## src/cec_pkg.sv

```systemverilog
// shared types, constants and calendar table for the calendar epoch converter
`timescale 1ns / 1ps
`default_nettype none
package cec_pkg;

  typedef enum logic [1:0] {
    OP_TO_EPOCH  = 2'd0,
    OP_TO_DATE   = 2'd1,
    OP_ADD_HOURS = 2'd2,
    OP_ADD_DAYS  = 2'd3
  } op_t;

  typedef struct packed {
    op_t        op;
    logic [5:0] sec;
    logic [5:0] min;
    logic [4:0] hour;
    logic [4:0] mday;
    logic [3:0] month;
    logic [6:0] year;
  } echo_t;

  typedef struct packed {
    echo_t       echo;
    logic [31:0] epoch;
  } pass_t;

  localparam int unsigned LATENCY = 10;
  localparam int unsigned DEC_STAGES = 6;

  localparam logic [15:0] DAYS_PER_QUAD = 16'd1461;
  localparam logic [16:0] SECS_PER_HOUR = 17'd3600;
  localparam logic [16:0] SECS_PER_MIN  = 17'd60;
  localparam logic [31:0] SECS_PER_DAY  = 32'd86400;

  // 86400 = 675 * 128
  localparam logic [24:0] DAY_DIV       = 25'd675;
  localparam logic [49:0] RECIP_DAY     = 50'd25451442;
  localparam logic [32:0] RECIP_HOUR    = 33'd37283;
  localparam logic [31:0] RECIP_QUAD    = 32'd45934;
  localparam logic [26:0] RECIP_MIN     = 27'd17477;

  localparam logic [10:0] CUM_DAYS [0:3][0:11] = '{
    '{11'd0,    11'd31,   11'd60,   11'd91,   11'd121,  11'd152,
      11'd182,  11'd213,  11'd244,  11'd274,  11'd305,  11'd335},
    '{11'd366,  11'd397,  11'd425,  11'd456,  11'd486,  11'd517,
      11'd547,  11'd578,  11'd609,  11'd639,  11'd670,  11'd700},
    '{11'd731,  11'd762,  11'd790,  11'd821,  11'd851,  11'd882,
      11'd912,  11'd943,  11'd974,  11'd1004, 11'd1035, 11'd1065},
    '{11'd1096, 11'd1127, 11'd1155, 11'd1186, 11'd1216, 11'd1247,
      11'd1277, 11'd1308, 11'd1339, 11'd1369, 11'd1400, 11'd1430}
  };

endpackage
`default_nettype wire

```

## src/cec_decode.sv

```systemverilog
// pipelined seconds-to-date decoder with op 0 echo selection at the output
`timescale 1ns / 1ps
`default_nettype none
module cec_decode (
  input  wire logic            clk,
  input  wire logic            rst,
  input  wire logic            in_valid,
  input  wire cec_pkg::pass_t  in_data,
  output logic                 done,
  output logic [31:0]          epoch_out,
  output logic [5:0]           sec_out,
  output logic [5:0]           min_out,
  output logic [4:0]           hour_out,
  output logic [4:0]           mday_out,
  output logic [3:0]           month_out,
  output logic [7:0]           year_out
);

  cec_pkg::pass_t pipe [cec_pkg::DEC_STAGES];
  logic [cec_pkg::DEC_STAGES-1:0] vld;

  logic [15:0] q0;
  logic [15:0] q5;
  logic [10:0] r0;
  logic [15:0] days6;
  logic [16:0] rems6;
  logic [15:0] days7;
  logic [16:0] rems7;
  logic [4:0]  hour7;
  logic [5:0]  qd7;
  logic [11:0] rem2_8;
  logic [10:0] r8;
  logic [4:0]  hour8;
  logic [5:0]  qd8;
  logic [11:0] rem2_9;
  logic [10:0] r9;
  logic [4:0]  hour9;
  logic [5:0]  qd9;
  logic [5:0]  min9;
  logic [1:0]  y9;

  logic [49:0] prod4;
  logic [24:0] diff5;
  logic        ge6;
  logic [10:0] r0_sub;
  logic [32:0] prodh;
  logic [31:0] prodq;
  logic [16:0] diff8h;
  logic [15:0] diff8d;
  logic [26:0] prodm;
  logic [1:0]  y_sel;
  logic [11:0] sec_full;
  logic [3:0]  m_sel;
  logic [10:0] mday_full;

  always_comb begin
    prod4  = 50'(in_data.epoch[31:7]) * cec_pkg::RECIP_DAY;
    diff5  = pipe[0].epoch[31:7] - 25'(q0) * cec_pkg::DAY_DIV;
    ge6    = r0 >= 11'(cec_pkg::DAY_DIV);
    r0_sub = r0 - 11'(cec_pkg::DAY_DIV);
    prodh  = 33'(rems6) * cec_pkg::RECIP_HOUR;
    prodq  = 32'(days6) * cec_pkg::RECIP_QUAD;
    diff8h = rems7 - 17'(hour7) * cec_pkg::SECS_PER_HOUR;
    diff8d = days7 - 16'(qd7) * cec_pkg::DAYS_PER_QUAD;
    prodm  = 27'(rem2_8) * cec_pkg::RECIP_MIN;
    // year within the four-year group
    priority if (r8 >= cec_pkg::CUM_DAYS[3][0]) y_sel = 2'd3;
    else if (r8 >= cec_pkg::CUM_DAYS[2][0]) y_sel = 2'd2;
    else if (r8 >= cec_pkg::CUM_DAYS[1][0]) y_sel = 2'd1;
    else y_sel = 2'd0;
    sec_full = rem2_9 - 12'(min9) * 12'(cec_pkg::SECS_PER_MIN);
    m_sel = 4'd0;
    for (int i = 1; i < 12; i++) begin
      if (r9 >= cec_pkg::CUM_DAYS[y9][i]) m_sel = 4'(i);
    end
    mday_full = r9 - cec_pkg::CUM_DAYS[y9][m_sel] + 11'd1;
  end

  always_ff @(posedge clk) begin
    if (rst) begin
      vld  <= '0;
      done <= 1'b0;
    end else begin
      vld  <= {vld[cec_pkg::DEC_STAGES-2:0], in_valid};
      done <= vld[cec_pkg::DEC_STAGES-1];
    end
  end

  always_ff @(posedge clk) begin
    pipe[0] <= in_data;
    for (int i = 1; i < cec_pkg::DEC_STAGES; i++) begin
      pipe[i] <= pipe[i-1];
    end
    q0     <= prod4[49:34];
    q5     <= q0;
    r0     <= diff5[10:0];
    days6  <= q5 + 16'(ge6);
    rems6  <= {(ge6 ? r0_sub[9:0] : r0[9:0]), pipe[1].epoch[6:0]};
    days7  <= days6;
    rems7  <= rems6;
    hour7  <= prodh[31:27];
    qd7    <= prodq[31:26];
    rem2_8 <= diff8h[11:0];
    r8     <= diff8d[10:0];
    hour8  <= hour7;
    qd8    <= qd7;
    rem2_9 <= rem2_8;
    r9     <= r8;
    hour9  <= hour8;
    qd9    <= qd8;
    min9   <= prodm[25:20];
    y9     <= y_sel;
    epoch_out <= pipe[5].epoch;
    if (pipe[5].echo.op == cec_pkg::OP_TO_EPOCH) begin
      sec_out   <= pipe[5].echo.sec;
      min_out   <= pipe[5].echo.min;
      hour_out  <= pipe[5].echo.hour;
      mday_out  <= pipe[5].echo.mday;
      month_out <= pipe[5].echo.month;
      year_out  <= {1'b0, pipe[5].echo.year};
    end else begin
      sec_out   <= sec_full[5:0];
      min_out   <= min9;
      hour_out  <= hour9;
      mday_out  <= mday_full[4:0];
      month_out <= m_sel + 4'd1;
      year_out  <= {qd9, y9};
    end
  end

`ifndef SYNTHESIS
  a_sec_range: assert property (@(posedge clk) disable iff (rst)
    vld[cec_pkg::DEC_STAGES-1] && pipe[5].echo.op != cec_pkg::OP_TO_EPOCH
    |=> sec_out < 6'd60 && min_out < 6'd60 && hour_out < 5'd24)
    else $error("decoded time of day out of range");
  a_date_range: assert property (@(posedge clk) disable iff (rst)
    vld[cec_pkg::DEC_STAGES-1] && pipe[5].echo.op != cec_pkg::OP_TO_EPOCH
    |=> month_out >= 4'd1 && month_out <= 4'd12 && mday_out != 5'd0)
    else $error("decoded date out of range");
  a_day_split: assert property (@(posedge clk) disable iff (rst)
    vld[1] |=> rems6 < 17'(cec_pkg::SECS_PER_DAY))
    else $error("day split remainder not reduced");
`endif

endmodule
`default_nettype wire

```

## src/calendar_epoch_converter.sv

```systemverilog
// top level: date to seconds front end feeding the pipelined date decoder
//
// usage
//   an item is taken at a rising edge with start high and busy low; busy is
//   always low, so one item can be started every cycle
//   opcode 0 turns the date fields into seconds since year zero and echoes
//   them; opcode 1 decodes epoch_in; opcodes 2 and 3 shift the input date by
//   shift hours or days and decode the result
//   each result appears on the result ports for exactly one cycle with done
//   high after its item has passed ten register stages: three for date to
//   seconds and the offset add, seven for the division chain and the
//   calendar table search
//   throughput is one item per cycle, results leave in the order taken
//   reset clears all valid bits; items in flight are dropped and no done is
//   raised until new items are started
//   the receiver cannot hold results off, so nothing ever stalls
`timescale 1ns / 1ps
`default_nettype none
module calendar_epoch_converter (
  input  wire logic        clk,
  input  wire logic        rst,
  input  wire logic        start,
  output logic             busy,
  input  wire logic [1:0]  opcode,
  input  wire logic [31:0] epoch_in,
  input  wire logic [5:0]  sec_in,
  input  wire logic [5:0]  min_in,
  input  wire logic [4:0]  hour_in,
  input  wire logic [4:0]  mday_in,
  input  wire logic [3:0]  month_in,
  input  wire logic [6:0]  year_in,
  input  wire logic [15:0] shift,
  output logic             done,
  output logic [31:0]      epoch_out,
  output logic [5:0]       sec_out,
  output logic [5:0]       min_out,
  output logic [4:0]       hour_out,
  output logic [4:0]       mday_out,
  output logic [3:0]       month_out,
  output logic [7:0]       year_out
);

  logic           accept;
  logic [3:0]     mon_idx;
  logic [31:0]    shift_ext;
  logic [31:0]    shoff_next;
  logic [31:0]    dsec_next;
  logic [31:0]    e_next;

  logic           v1, v2, v3;
  cec_pkg::echo_t echo1, echo2, echo3;
  logic [31:0]    epoch1, epoch2;
  logic [15:0]    dd1;
  logic [16:0]    tod1;
  logic [31:0]    shoff1, shoff2;
  logic [31:0]    dsec2;
  logic [31:0]    e3;
  cec_pkg::pass_t dec_in;

  assign busy   = 1'b0;
  assign accept = start && !busy;

  always_comb begin
    // month clamped to the table
    priority if (month_in == 4'd0) mon_idx = 4'd0;
    else if (month_in > 4'd12) mon_idx = 4'd11;
    else mon_idx = month_in - 4'd1;
    shift_ext = {{16{shift[15]}}, shift};
    unique case (cec_pkg::op_t'(opcode))
      cec_pkg::OP_ADD_HOURS: shoff_next = shift_ext * 32'(cec_pkg::SECS_PER_HOUR);
      cec_pkg::OP_ADD_DAYS:  shoff_next = shift_ext * cec_pkg::SECS_PER_DAY;
      default:               shoff_next = '0;
    endcase
    dsec_next = 32'(dd1) * cec_pkg::SECS_PER_DAY + 32'(tod1);
    if (echo2.op == cec_pkg::OP_TO_DATE) e_next = epoch2;
    else e_next = dsec2 + shoff2 - cec_pkg::SECS_PER_DAY;
  end

  always_ff @(posedge clk) begin
    if (rst) begin
      v1 <= 1'b0;
      v2 <= 1'b0;
      v3 <= 1'b0;
    end else begin
      v1 <= accept;
      v2 <= v1;
      v3 <= v2;
    end
  end

  always_ff @(posedge clk) begin
    echo1.op    <= cec_pkg::op_t'(opcode);
    echo1.sec   <= sec_in;
    echo1.min   <= min_in;
    echo1.hour  <= hour_in;
    echo1.mday  <= mday_in;
    echo1.month <= month_in;
    echo1.year  <= year_in;
    epoch1 <= epoch_in;
    // day count plus one, the minus one is folded into the final add
    dd1    <= 16'(year_in[6:2]) * cec_pkg::DAYS_PER_QUAD
              + 16'(cec_pkg::CUM_DAYS[year_in[1:0]][mon_idx]) + 16'(mday_in);
    tod1   <= 17'(hour_in) * cec_pkg::SECS_PER_HOUR
              + 17'(min_in) * cec_pkg::SECS_PER_MIN + 17'(sec_in);
    shoff1 <= shoff_next;
    echo2  <= echo1;
    epoch2 <= epoch1;
    shoff2 <= shoff1;
    dsec2  <= dsec_next;
    echo3  <= echo2;
    e3     <= e_next;
  end

  assign dec_in.echo  = echo3;
  assign dec_in.epoch = e3;

  cec_decode u_decode (
    .clk       (clk),
    .rst       (rst),
    .in_valid  (v3),
    .in_data   (dec_in),
    .done      (done),
    .epoch_out (epoch_out),
    .sec_out   (sec_out),
    .min_out   (min_out),
    .hour_out  (hour_out),
    .mday_out  (mday_out),
    .month_out (month_out),
    .year_out  (year_out)
  );

`ifndef SYNTHESIS
  a_done_latency: assert property (@(posedge clk) disable iff (rst)
    done |-> $past(start, cec_pkg::LATENCY))
    else $error("result without a started item");
  a_decode_epoch: assert property (@(posedge clk) disable iff (rst)
    done && $past(opcode, cec_pkg::LATENCY) == cec_pkg::OP_TO_DATE
    |-> epoch_out == $past(epoch_in, cec_pkg::LATENCY))
    else $error("decode item lost its epoch");
  a_echo_year: assert property (@(posedge clk) disable iff (rst)
    done && $past(opcode, cec_pkg::LATENCY) == cec_pkg::OP_TO_EPOCH
    |-> year_out == {1'b0, $past(year_in, cec_pkg::LATENCY)})
    else $error("echoed year mismatch");
`endif

endmodule
`default_nettype wire
```

## config.mk

```make
export PLATFORM = sky130hd
export DESIGN_NAME = calendar_epoch_converter
export DESIGN_NICKNAME = d
export VERILOG_FILES = /design/src/cec_pkg.sv /design/src/cec_decode.sv /design/src/calendar_epoch_converter.sv
export SDC_FILE = /design/constraint.sdc
export NUM_CORES = 2
export LEC_CHECK = 0
export ABC_AREA = 1
export BUFFER_PORTS_ARGS = -buffer_cell sky130_fd_sc_hd__buf_4
export CORE_MARGIN = 1
export CORE_UTILIZATION = 55
export DETAILED_ROUTE_END_ITERATION = 10
export PLACE_DENSITY = 0.72
export REMOVE_ABC_BUFFERS = 1
export SYNTH_ARGS = -nofsm -noshare
export SYNTH_HDL_FRONTEND = slang
export SYNTH_SLANG_ARGS = --single-unit
```

## constraint.sdc

```tcl
create_clock -name clk -period 17.9 [get_ports clk]
set_input_delay 0.895 -clock clk [delete_from_list [all_inputs] [get_ports clk]]
set_output_delay 0.895 -clock clk [all_outputs]
set_load 0.02 [all_outputs]
```

## Yosys cells after proc, flatten, opt, wreduce, memory -nomap -nowiden

Memories as Yosys holds them, arrays and structs flattened.
Cells that the tools add are included.

- Bits in registers: 586
- RAM bits: 402
- Output and inout bits: 68
- Word-level logic and storage cells: 160
- Memories: 1

- Add/sub/neg operators: 17
- Multiply operators: 14
- $lt $le $gt $ge: 20
- Equality and inequality tests: 3
- Multiplexer cells: 36
- Bitwise gates (word level): 4
- Reductions and logical operators: 3

Memory list:

| name | depth | bits a word | read ports | clocked after Yosys merged registers in | wr ports | line | RTL |
|---|---|---|---|---|---|---|---|
| u_decode.pipe | 6 | 67 | 6 | 0 | 6 | cec_decode.sv:19 | `cec_pkg::pass_t pipe [cec_pkg::DEC_STAGES];` |

Operator list:

| cell | count |
|---|---|
| $bmux W132 S2 | 2 |
| $mux W132 | 4 |
| $ge A11 B11 Y1 | 11 |
| $bmux W11 S4 | 2 |
| $pmux W32 S2 | 1 |
| $mul A25 B24 Y49 const B | 1 |
| $add A32 B17 Y32 | 1 |
| $add A32 B32 Y32 | 1 |
| $mul A17 B16 Y32 const B | 1 |
| $mul A32 B10 Y25 const B | 1 |
| $mul A32 B8 Y28 const B | 1 |
| $mux W32 | 1 |
| $sub A32 B17 Y32 const B | 1 |
| $mul A16 B15 Y31 const B | 1 |
| $mux W4 | 7 |
| $mul A12 B15 Y26 const B | 1 |
| $mul A16 B10 Y25 const B | 1 |
| $ge A11 B10 Y1 const B | 2 |
| $mux W11 | 2 |
| $sub A11 B11 Y11 | 2 |
| $mux W5 | 4 |
| $add A17 B12 Y17 | 1 |
| $add A17 B6 Y17 | 1 |
| $add A16 B1 Y16 | 1 |
| 34 further kinds | 46 |

## Depth between registers and ports, before layout

- Depth after elaboration: 23
- Mapped depth: 40
- Depth with buffers taken out: 40

## Modules after synthesis

Synthesis repeated with hierarchy kept, for this count alone.

- Cell total of the unflattened synthesis: 6490
- Area total of the unflattened synthesis: 61761.7 um2

By module, submodules not included:

| module | instances | cells each | area an instance (um2) | seq. area each (um2) |
|---|---|---|---|---|
| cec_decode | 1 | 3781 | 39223.9 | 12672.2 |
| calendar_epoch_converter | 1 | 2709 | 22537.9 | 6426.2 |

## Least setup slack after synthesis

OpenSTA, ideal clock, no wires.

- Path kind: input-to-reg
- Start: input port month_in[0]
- End: register dd1[14]
- Library setup time: 0.121 ns
- Arrival: 6.052 ns
- Data required time: 17.779 ns
- Path slack: 11.728 ns
- Stages on the path: 33
- Cell sequence: inv_1 -> ha_1 -> nor3_1 -> inv_1 -> nand2_1 -> nand2_1 -> inv_1 -> clkbuf_1 -> ha_1 -> inv_1 -> o22ai_1 -> o21ai_0 -> o32a_1 -> fa_1 -> inv_1 -> fa_1 -> inv_1 -> fa_1 -> inv_1 -> ha_1 -> ha_1 -> nand2_1 -> o21ai_0 -> a21oi_1 -> inv_1 -> a21oi_1 -> o21ai_0 -> a21oi_1 -> o21bai_1 -> a21oi_1 -> nor2_1 -> nor2_1 -> xor2_1

- Longest elaborated chain between the ends: 9
- Elaborated cells between the ends (all ways): 11

RTL lines:

| element | line | RTL |
|---|---|---|
| from (decl) | calendar_epoch_converter.sv:30 | `input wire logic [3:0] month_in,` |
| $sub A4 B1 Y4 / $gt A4 B4 Y1 (equally long branches) | calendar_epoch_converter.sv:67, calendar_epoch_converter.sv:66 |  |
| $mux W4 | calendar_epoch_converter.sv:66 | `else if (month_in > 4'd12) mon_idx = 4'd11;` |
| $mux W4 * | calendar_epoch_converter.sv:65 | `priority if (month_in == 4'd0) mon_idx = 4'd0;` |
| $not A4 Y5 (implied by the code) * | calendar_epoch_converter.sv:102 | `+ 16'(cec_pkg::CUM_DAYS[year_in[1:0]][mon_idx]) + 16'(mday_in);` |
| $bmux W11 S4 * | calendar_epoch_converter.sv:102 |  |
| $mux W11 (implied by the code) * (2 in series) | calendar_epoch_converter.sv:102 |  |
| $add A16 B11 Y16 * | calendar_epoch_converter.sv:102 |  |
| $add A16 B5 Y16 * | calendar_epoch_converter.sv:102 |  |
| to (signal assigned) | calendar_epoch_converter.sv:101 | `dd1 <= 16'(year_in[6:2]) * cec_pkg::DAYS_PER_QUAD` |
| to (decl) | calendar_epoch_converter.sv:53 | `logic [15:0] dd1;` |

Mark *: on every way between the ends. The rest lies on a longest branch, timed or not. The select of a mux whose other input is x is not followed.
A chain may end at the register's enable or synchronous reset.

## Worst setup path in the final report

Same ends and word-level chain as after synthesis.

==> run summary <==
The DRC violation count after routing came out at 0. The later pin in the worst-skew pair is clocked with a latency of 0.72 ns. On the critical path, the stage with the largest delay is an instance of nand2_1. After layout, the worst path uses 37.8% of the clock period.

In this run the cell area of the synthesized design comes to 60000 um2. The required time at the worst-slack endpoint came out at 18.46 ns. The number of nets at the end of the flow is 8063. The die boundary width came out at 332 um. The max-capacitance violation count came out at 0. Among all flip-flop cells after synthesis, the most frequent one is dfxtp_1.

The initial antenna violation count came out at 4. The launch point of the worst hold path is echo2[8]$_DFF_P_. The number of warnings issued by yosys is 0. The clock tree root driver cell is clkbuf_16. The top cell types in the final layout, fill and taps aside, are inv_1 (1468), ha_1 (1112), dfxtp_1 (954). The post-synthesis sequential element count came out at 954.

Routability-driven placement finished with a final weighted congestion of 0.933. The total congestion overflow is 0. Tracing the worst setup path back leads to its startpoint at month_in[0]. The number of filler cells placed in the layout is 8860.

The DRC violation total after the first TritonRoute iteration is 1957. Detailed placement finished with a half-perimeter wire length of 103 mm. Setup repair after global routing left no endpoint under its margin. The routed design has 125 mm of wire. The per-cell routed wire length came out at 16.0 um. The total die area is 110000 um2. The first detailed-routing pass took 6 iterations.

Leaving out fill and tap cells, the most frequent cell in the layout is inv_1. The routed layout has 39044 vias. The area of the core region is 108000 um2. The wire length of the first global-routing pass is 205 mm. The number of enable-type register cells in the synthesized netlist is 0. The clock sink count is 954. The final-report hold violation count is 0. The height of the chip came out at 332 um.

Setup violations remaining at the end of the flow were counted as 0. The largest fanout of any net on the critical path is 28. The floorplan has 120 rows. A synthesized cell averages 9.86 um2. The maximum single-stage delay on the critical path came out at 0.64 ns. Measured on the finished design, the core utilization comes to 61.5%.

The pin count of the biggest net entering global routing came out at 45. Compared with the post-synthesis result, the final layout area differs by 10.3%. The mean number of vias per cell came out at 5.01. In the post-route analysis, the smallest setup slack over all paths is 11.13 ns.

The path class of the tightest hold or removal check is flop to flop. The sum of negative setup slack came out at 0 ns. The final number of max-transition violations came out at 0. The critical path arrival came out at 7.33 ns. Yosys mapped the design onto 74 distinct sky130hd cell types.

STA classifies the critical path endpoint as a flop. The total of buffers placed on input and output ports is 152. The number of global-route vias before repair is 40531. The worst register-to-register path begins at e3[22]$_DFF_P_. The number of buffers inserted by hold repair at cts is 0. The clock tree synthesis step divided the H-tree into 3 levels. STA classifies the critical path startpoint as a primary input. The number of instances in the synthesized netlist came out at 6092. After clock tree synthesis, the clock-pin slew on the worst setup and hold paths is 0.07 ns. The fraction of synthesis flops using an asynchronous set or reset pin is 0%.

At the pin with the least slew margin, the transition time is 0.953 ns. The library cell appearing most often on the critical path is inv_1. Counting along the longest clock path gives a buffer depth of 3. 154 I/O pins were placed. The setup slack after placement came out at 10.49 ns.

The flow ran to the end, and the final reports show no timing, DRC or antenna violations. The timing-limited maximum frequency is 148 MHz. The effective utilization at floorplan came out at 55.8%.

The relative slew slack is 36.3%. The number of buffers inserted during clock tree synthesis came out at 96. The number of nets with antenna violations after routing came out at 0. The critical path is of the primary input to flop type.

The post-route minimum period came out at 6.77 ns. The part of the Yosys area used for sequential elements came out at 31.8%. Cells with a size suffix above 1 make up 5.93% of the layout.

The total of cells resized after clock tree synthesis came out at 0. The CTS tree is yes. The post-CTS setup buffer count is 0. The global router's overall resource usage is 23.2%. The worst-case clock skew came out at 0.0711 ns.
worst paths after layout:
kind                                           endpoint  slack, ns  depth (start not counted)
worst max-delay path                    dd1[14]$_DFF_P_      11.13                         33
worst min-delay path                 dec_in[40]$_DFF_P_       0.28                          0
worst max register to register  u_decode.q0[11]$_DFF_P_      11.23                         23
worst min register to register       dec_in[40]$_DFF_P_       0.28                          0
critical path: cells and delay by family:
kind / cells / cell delay [ns]
AOI/OAI and AO/OA: 9 / 1.49
xor gates and xnor gates: 1 / 0.13
adders and majority gates: 6 / 2.37
buffers and inverters: 8 / 1.13
and+or+nand+nor: 9 / 1.31
metrics by stage:
stage	instances	hold slack [ns]	area [um2]
floorplan	6063	0.310	59900
global placement	7621	0.310	62800
detailed placement	7621	0.312	62800
CTS	7798	0.238	66200
global route	7800	0.255	66200
finish	7800	0.279	66200
cells in the mapped netlist, drive strengths merged, types with 2 or more instances:
master / count / area share (%)
inv: 1470 / 9.2
ha: 1112 / 23
dfxtp: 954 / 32
nand2: 652 / 4.2
fa: 549 / 18
a21oi: 306 / 2.6
nor2: 213 / 1.4
o21ai: 199 / 1.7
xor2: 151 / 2.2
nand3: 125 / 1.1
xnor2: 89 / 1.3
nand4: 31 / 0.33
nor3: 28 / 0.24
clkbuf: 25 / 0.16
o211ai: 20 / 0.25
o21bai: 20 / 0.26
or2: 17 / 0.18
a31oi: 15 / 0.16
a21o: 14 / 0.18
nor4: 11 / 0.11
o21a: 10 / 0.13
o31ai: 8 / 0.10
a221oi: 7 / 0.13
o22ai: 6 / 0.063
a211oi: 5 / 0.063
a21boi: 4 / 0.056
and2: 4 / 0.042
buf: 4 / 0.058
nand3b: 4 / 0.050
o2111ai: 4 / 0.058
o311ai: 4 / 0.058
a22o: 3 / 0.044
nor3b: 3 / 0.046
a31o: 2 / 0.029
a32o: 2 / 0.033
a41oi: 2 / 0.029
o211a: 2 / 0.033
o221ai: 2 / 0.029
o32ai: 2 / 0.029
or3: 2 / 0.021
flip-flops by register name, summed over array words and instances (netlist names), 12 cells and up:
signal	flops
dec_in	35
u_decode.epoch_out	32
echo2	33
dd1	16
u_decode.rems7	12
u_decode.pipe	387
e3	32
shoff1	28
u_decode.q5	16
tod1	17
echo1	33
dsec2	32
u_decode.days6	16
u_decode.q0	16
shoff2	28
epoch1	32
epoch2	32
u_decode.rem2_8	12
routing by layer:
layer,share of wire [%],global-route usage [%]
met5,0,0
met4,2.9,7.38
met3,4.2,2.77
met2,48,39.9
met1,45,30.4
logic make-up (layout without fill, tap and decap cells):
family / after synthesis / count (layout) / share of synthesized area (%)
adders and majority gates: 1661 / 1661 / 41.5
buffers and inverters: 1500 / 1803 / 9.41
and+or+nand+nor: 1091 / 1091 / 7.61
DFF: 954 / 954 / 31.8
AOI/OAI and AO/OA: 645 / 645 / 6.13
xor gates and xnor gates: 240 / 240 / 3.55
other: 1 / 3 / 0.00625
area by class of cell:
class	count	area [um2]	area share, %
Inverter	1471	5520	8.34
Sequential cell	954	19100	28.8
Clock buffer	122	2610	3.94
Tap cell	1403	1760	2.65
Multi-Input combinational cell	3638	35300	53.3
Antenna cell	2	5.00	0.00756
Clock inverter	55	777	1.17
Timing Repair Buffer	155	1160	1.76
Power is left out: the tool's default activity adds up to more than one toggle a clock period on the data nets, which glitch-free logic cannot reach.
